File: src/mss_pkg.sv
// Shared types and constants for the sample-set median unit.
package mss_pkg;

   localparam int SAMPLE_W = 32;
   localparam int SIZE_W   = 6;

   typedef struct packed {
      logic                ins;
      logic                shl;
      logic [SAMPLE_W-1:0] sample;
   } cell_ctl_type;

endpackage

File: src/mss_cell.sv
// One cell of the sorted insertion chain: holds one sample, shifts up on insert, down on drain.
module mss_cell
   import mss_pkg::*;
(
   input  logic                clock,
   input  cell_ctl_type        ctl,
   input  logic                occ,
   input  logic                tail,
   input  logic                prev_gt,
   input  logic [SAMPLE_W-1:0] prev_val,
   input  logic [SAMPLE_W-1:0] next_val,
   output logic                gt,
   output logic [SAMPLE_W-1:0] val
);

   logic [SAMPLE_W-1:0] val_ff;
   logic [SAMPLE_W-1:0] val_in;

   assign gt  = occ && (val_ff > ctl.sample);
   assign val = val_ff;

   always_comb begin
      val_in = val_ff;
      if (ctl.ins) begin
         if (gt || tail) begin
            val_in = prev_gt ? prev_val : ctl.sample;
         end
      end else if (ctl.shl) begin
         val_in = next_val;
      end
   end

   always_ff @(posedge clock) begin
      val_ff <= val_in;
   end

endmodule

File: src/median_of_sample_set_unit.sv
// Top level of the sample-set median unit: insertion chain of cells plus drain and result logic.
// A last beat starts the drain in ST_SHIFT; when the drain ends, the registered result strobe
// rises as busy falls. An empty set needs no drain step.
// Throughput: non-last beats one per cycle; a last beat keeps busy high until its result strobe.
// The drain walks the chain down to the middle, one cell position per cycle.
// Reset (synchronous): empties the set, clears overflow, returns to idle; cell data is not cleared.
module median_of_sample_set_unit
   import mss_pkg::*;
#(
   parameter int MAX_SAMPLES = 32
)
(
   input  logic                clock,
   input  logic                reset,
   input  logic                start,
   output logic                busy,
   input  logic [SAMPLE_W-1:0] req_sample,
   input  logic                req_has_sample,
   input  logic                req_is_last,
   output logic                rsp_valid,
   output logic [SAMPLE_W-1:0] rsp_median,
   output logic [SIZE_W-1:0]   rsp_set_size,
   output logic                rsp_overflowed
);

   localparam int CW     = $clog2(MAX_SAMPLES + 1);
   localparam int SECOND = (MAX_SAMPLES > 1) ? 1 : 0;

   typedef enum logic [0:0] {
      ST_IDLE,
      ST_SHIFT
   } state_type;

   state_type           state_ff, state_in;
   logic [CW-1:0]       cnt_ff, cnt_in;
   logic [CW-1:0]       rem_ff, rem_in;
   logic                ovf_ff, ovf_in;
   logic                rsp_valid_ff, rsp_valid_in;
   logic [SAMPLE_W-1:0] rsp_median_ff, rsp_median_in;
   logic [SIZE_W-1:0]   rsp_size_ff, rsp_size_in;
   logic                rsp_ovf_ff, rsp_ovf_in;

   cell_ctl_type        ctl;
   logic                accept;
   logic                full;
   logic                do_ins;
   logic [CW-1:0]       cnt_new;
   logic [SAMPLE_W:0]   pair_sum;

   logic [SAMPLE_W-1:0] cell_val [MAX_SAMPLES];
   logic                cell_gt  [MAX_SAMPLES];

   assign busy   = (state_ff != ST_IDLE);
   assign accept = start && !busy;
   assign full   = (cnt_ff == CW'(MAX_SAMPLES));
   assign do_ins = accept && req_has_sample && !full;

   assign ctl.ins    = do_ins;
   assign ctl.shl    = (state_ff == ST_SHIFT) && (rem_ff != '0);
   assign ctl.sample = req_sample;

   assign cnt_new  = cnt_ff + CW'(do_ins);
   assign pair_sum = {1'b0, cell_val[0]} + {1'b0, cell_val[SECOND]};

   for (genvar i = 0; i < MAX_SAMPLES; i++) begin : g_chain
      logic                prev_gt;
      logic [SAMPLE_W-1:0] prev_val;
      logic [SAMPLE_W-1:0] next_val;

      if (i == 0) begin : g_head
         assign prev_gt  = 1'b0;
         assign prev_val = '0;
      end else begin : g_body
         assign prev_gt  = cell_gt[i-1];
         assign prev_val = cell_val[i-1];
      end

      if (i == MAX_SAMPLES - 1) begin : g_end
         assign next_val = cell_val[i];
      end else begin : g_mid
         assign next_val = cell_val[i+1];
      end

      mss_cell u_cell (
         .clock    (clock),
         .ctl      (ctl),
         .occ      (cnt_ff > CW'(i)),
         .tail     (cnt_ff == CW'(i)),
         .prev_gt  (prev_gt),
         .prev_val (prev_val),
         .next_val (next_val),
         .gt       (cell_gt[i]),
         .val      (cell_val[i])
      );
   end

   always_comb begin
      state_in      = state_ff;
      cnt_in        = cnt_ff;
      rem_in        = rem_ff;
      ovf_in        = ovf_ff;
      rsp_valid_in  = 1'b0;
      rsp_median_in = rsp_median_ff;
      rsp_size_in   = rsp_size_ff;
      rsp_ovf_in    = rsp_ovf_ff;
      unique case (state_ff)
         ST_IDLE: begin
            if (accept) begin
               cnt_in = cnt_new;
               ovf_in = ovf_ff | (req_has_sample && full);
               if (req_is_last) begin
                  state_in = ST_SHIFT;
                  rem_in   = (cnt_new == '0) ? '0 : CW'((cnt_new - CW'(1)) >> 1);
               end
            end
         end
         ST_SHIFT: begin
            if (rem_ff != '0) begin
               rem_in = rem_ff - CW'(1);
            end else begin
               priority if (cnt_ff == '0) begin
                  rsp_median_in = '0;
               end else if (cnt_ff[0]) begin
                  rsp_median_in = cell_val[0];
               end else begin
                  rsp_median_in = pair_sum[SAMPLE_W:1];
               end
               rsp_valid_in = 1'b1;
               rsp_size_in  = SIZE_W'(cnt_ff);
               rsp_ovf_in   = ovf_ff;
               cnt_in       = '0;
               ovf_in       = 1'b0;
               state_in     = ST_IDLE;
            end
         end
         default: state_in = ST_IDLE;
      endcase
   end

   always_ff @(posedge clock) begin
      if (reset) begin
         state_ff     <= ST_IDLE;
         cnt_ff       <= '0;
         rem_ff       <= '0;
         ovf_ff       <= 1'b0;
         rsp_valid_ff <= 1'b0;
      end else begin
         state_ff     <= state_in;
         cnt_ff       <= cnt_in;
         rem_ff       <= rem_in;
         ovf_ff       <= ovf_in;
         rsp_valid_ff <= rsp_valid_in;
      end
      rsp_median_ff <= rsp_median_in;
      rsp_size_ff   <= rsp_size_in;
      rsp_ovf_ff    <= rsp_ovf_in;
   end

   assign rsp_valid      = rsp_valid_ff;
   assign rsp_median     = rsp_median_ff;
   assign rsp_set_size   = rsp_size_ff;
   assign rsp_overflowed = rsp_ovf_ff;

   a_cnt_bound: assert property (@(posedge clock) disable iff (reset)
      cnt_ff <= CW'(MAX_SAMPLES))
      else $error("set count above capacity");

   a_rsp_after_drain: assert property (@(posedge clock) disable iff (reset)
      rsp_valid_ff |-> (state_ff == ST_IDLE && cnt_ff == '0 && !ovf_ff))
      else $error("result beat without set cleared");

   a_drain_step: assert property (@(posedge clock) disable iff (reset)
      (state_ff == ST_SHIFT && rem_ff != '0) |=>
         (state_ff == ST_SHIFT && rem_ff == $past(rem_ff) - CW'(1)))
      else $error("drain counter did not step");

   a_drain_end: assert property (@(posedge clock) disable iff (reset)
      (state_ff == ST_SHIFT && rem_ff == '0) |=> (rsp_valid_ff && state_ff == ST_IDLE))
      else $error("drain end without result beat");

endmodule

File: config.mk
export PLATFORM = sky130hd
export DESIGN_NAME = median_of_sample_set_unit
export DESIGN_NICKNAME = d
export VERILOG_FILES = /design/src/mss_pkg.sv /design/src/mss_cell.sv /design/src/median_of_sample_set_unit.sv
export SDC_FILE = /design/constraint.sdc
export NUM_CORES = 2
export LEC_CHECK = 0
export BUFFER_PORTS_ARGS = -buffer_cell sky130_fd_sc_hd__buf_4
export CAP_MARGIN = 20
export CORE_MARGIN = 2
export CORE_UTILIZATION = 30
export CTS_CLUSTER_SIZE = 10
export DETAILED_ROUTE_END_ITERATION = 10
export PLACE_DENSITY_LB_ADDON = 0.15
export SKIP_LAST_GASP = 1
export SYNTH_ARGS = -nofsm -noshare
export SYNTH_HDL_FRONTEND = slang
export SYNTH_SLANG_ARGS = --single-unit
File: constraint.sdc
create_clock -name clock -period 9 [get_ports clock]
set_input_delay 1.8 -clock clock [delete_from_list [all_inputs] [get_ports clock]]
set_output_delay 1.8 -clock clock [all_outputs]
set_load 0.02 [all_outputs]
==> qor.yml <==
r2r_end: "g_chain[25].u_cell.val[8]"
worstSkewPairLatency_ps: 820
synth.most_common_cell: "edfxtp_1"
die_x_um: 521
antenna_found_initial: 22
nNetsFinal: 9086
routed_wl_mm: 333
portBuffers: 77
routedWlPerCell_um: 28.7
syn-instance-count: 8163
finalSetupTns_ps: 0
ys_seq_elements: 1078
path_delay_family: "simple AND/OR/NAND/NOR gates"
synth_cell_types: 81
synthFlopType: "edfxtp_1"
cap_violations: 0
cellLeakagePower_nw: 35.0
cp.depth: 11
yosys_warnings: 0
start_util_pct: 30.2
drt-vias-per-instance: 5.88
avgSynthCellArea_um2: 9.84
die-area_um2: 272000
whs_ps: 449
place_ws_ps: 2360
fin_crit_sh_pct: 65.2
relSlewSlack_pct: 23.7
status: "completed"
async_reset_ff_share_pct: 0
period_minus_slack_ps: 5870
worstMarginPinSlew_ps: 1130
max_freq_mhz: 170
critPathLaunchType: "input pin"
netlist_area_um2: 80300
grt.total_usage_pct: 23.8
power_mw: 14.1
ios: 78
cp_slowest_cell: "nor4_2"
hpwl_mm: 247
min_from: "ovf_ff"
synth_area_leader_cell: "edfxtp_1"
ff2ff_setup_slack_ps: 4320
fin_area_um2: 89600
drc_errors: 0
cts_setup_buffers: 0
grt-ovfl-total: 0
die_h_um: 521
hold_buffers: 0
grt_pass1_vias: 67800
reg2reg_from: "cnt_ff[2]"
hold_depth: 0
clock_sinks: 1078
hold_violations: 0
cts_root_buf: "clkbuf_16"
cp.required_ps: 9530
worstHoldPathType: "flop to flop"
stdcell_count: 11600
synth_area_leaders: "edfxtp_1 40%, ha_1 17%, nand2_1 4.7%"
clk_pin_slew_ps: 50
cp_num_buf_inv: 5
numCtsBuffers: 142
slew_violations: 0
cts_resized: 0
vias: 68400
setup_viol_count_final: 0
fin_util_pct: 33.7
cp_max_fo: 17
dr.pass1.iters: 7
grt_start_max_net_pins: 193
crit_path_max_incr_delay_ps: 1080
fin_ws_ps: 3130
endpoint_kind: "flop"
synth_edf_count: 1063
dr.first_iter.drc_count: 6808
cts_tree: "done"
row_count: 189
reg2reg_depth: 8
dp_cells: 11400
worst_ep_arrival_time_ps: 6400
htree_levels: 4
holdPathEnd: "rsp_overflowed"
antenna_left: 0
place.gp.congestion: 0.880
finClkSkew_ps: 34.9
cp_cell_sequence: "buf_4 > inv_2 > buf_4 > ha_1 > nand4_1 > nor4_2 > a31oi_4 > nand2_1 > buf_4 > o21ai_4 > buf_4"
path_common_cell: "buf_4"
drive_above_1_share_pct: 8.35
vdd.ir_drop.worst_v: 0.000208
area_delta_synth_final_pct: 11.6
grt_first_pass_wirelength_mm: 483
syn_nets: 9261
ys_seq_area_share_pct: 40.1
core_um2: 266000
crit_type: "input pin to flop"
dpl_cell_area_um2: 85300
power.density_nw_per_um2: 157
synth_top_area_share_pct: 39.7
synth_common_cells: "1,063 x edfxtp_1, 1,060 x ha_1, 1,007 x nand2_1"
clock_tree.buffer_depth: 3
rsz0062_at_grt: "no"
-- cell type report --
type	instances	area (um^2)
fillers	27100	176000
multi-input cells	6386	46000
flip-flops and latches	1078	32200
well taps	3533	4420
clock buffers	198	4000
repair buffers	295	2290
inverters	85	327
clock inverters	46	308
diodes	15	37.5
-- worst max path at each step --
stage / slack [ps] / to / start
floorplan: 2110 / g_chain[24].u_cell.val[0] / req_sample[14]
global placement: 2340 / g_chain[3].u_cell.val[31] / req_sample[30]
detailed placement: 2360 / g_chain[3].u_cell.val[29] / req_sample[30]
CTS: 3210 / g_chain[3].u_cell.val[27] / req_sample[30]
global route: 3150 / g_chain[3].u_cell.val[23] / req_sample[30]
finish: 3130 / g_chain[3].u_cell.val[20] / req_sample[30]
-- power breakdown --
part	switching (mW)	internal, mW	total (mW)	leakage [nW]
sequential	0.253	5.85	6.11	9.81
combinational	1.58	0.846	2.42	23.1
clock	2.38	3.16	5.55	2.11
-- state kept, by name, indices dropped and copies added, names as in the netlist --
register / cells
rsp_valid: 1
rsp_median: 32
rem_ff: 6
cnt_ff: 6
ovf_ff: 1
rsp_set_size: 6
g_chain.u_cell.val: 1024
busy: 1
rsp_overflowed: 1
-- routing by layer --
layer | share of wire, % | global-route usage [%] | vias up
li1 | - | - | 31200
met4 | 4.6 | 10.3 | 0
met2 | 48 | 39.8 | 2678
met5 | 0 | 0 | -
met3 | 5.8 | 3.13 | 544
met1 | 42 | 30.7 | 34000
-- placed cells by master, fill, tap and decap left out, drive strengths merged, types with 9 or more instances in the layout --
cell type  Yosys  final
clkbuf       405    198
xor2          11     11
nand3        605    605
nand2b        17     17
edfxtp      1063   1063
or3           34     34
dfxtp         15     15
and4          20     20
o21bai        15     15
nor2b         43     43
nand4        312    312
a211oi        79     79
a21boi        11     11
xnor2         22     22
nand2       1007   1007
a221o        280    280
diode          0     15
nor4          65     65
o22ai          9      9
o21ai        508    508
and2          14     14
mux2          32     32
buf          209    294
o221ai        21     21
clkinv         0     41
a21oi        371    371
o211a         14     14
inv           85     87
o211ai       290    290
or4           10     10
o21a          83     83
a2bb2oi        9      9
ha          1060   1060
or2           17     17
a21o         493    493
nor2         457    457
mux2i        313    313
a31oi         15     15
o221a         13     13
nor3          63     63
-- cells by family after synthesis --
family / after synthesis / share of synthesized area [%]
and+or+nand+nor: 2686 / 15.5
AOI/OAI and AO/OA: 2261 / 19.6
DFF: 1078 / 40.1
adders and majority gates: 1061 / 16.5
buffers and inverters: 699 / 3.60
muxes: 345 / 4.35
xor gates and xnor gates: 33 / 0.360
Note: power is estimated with default switching activity, not from simulation.
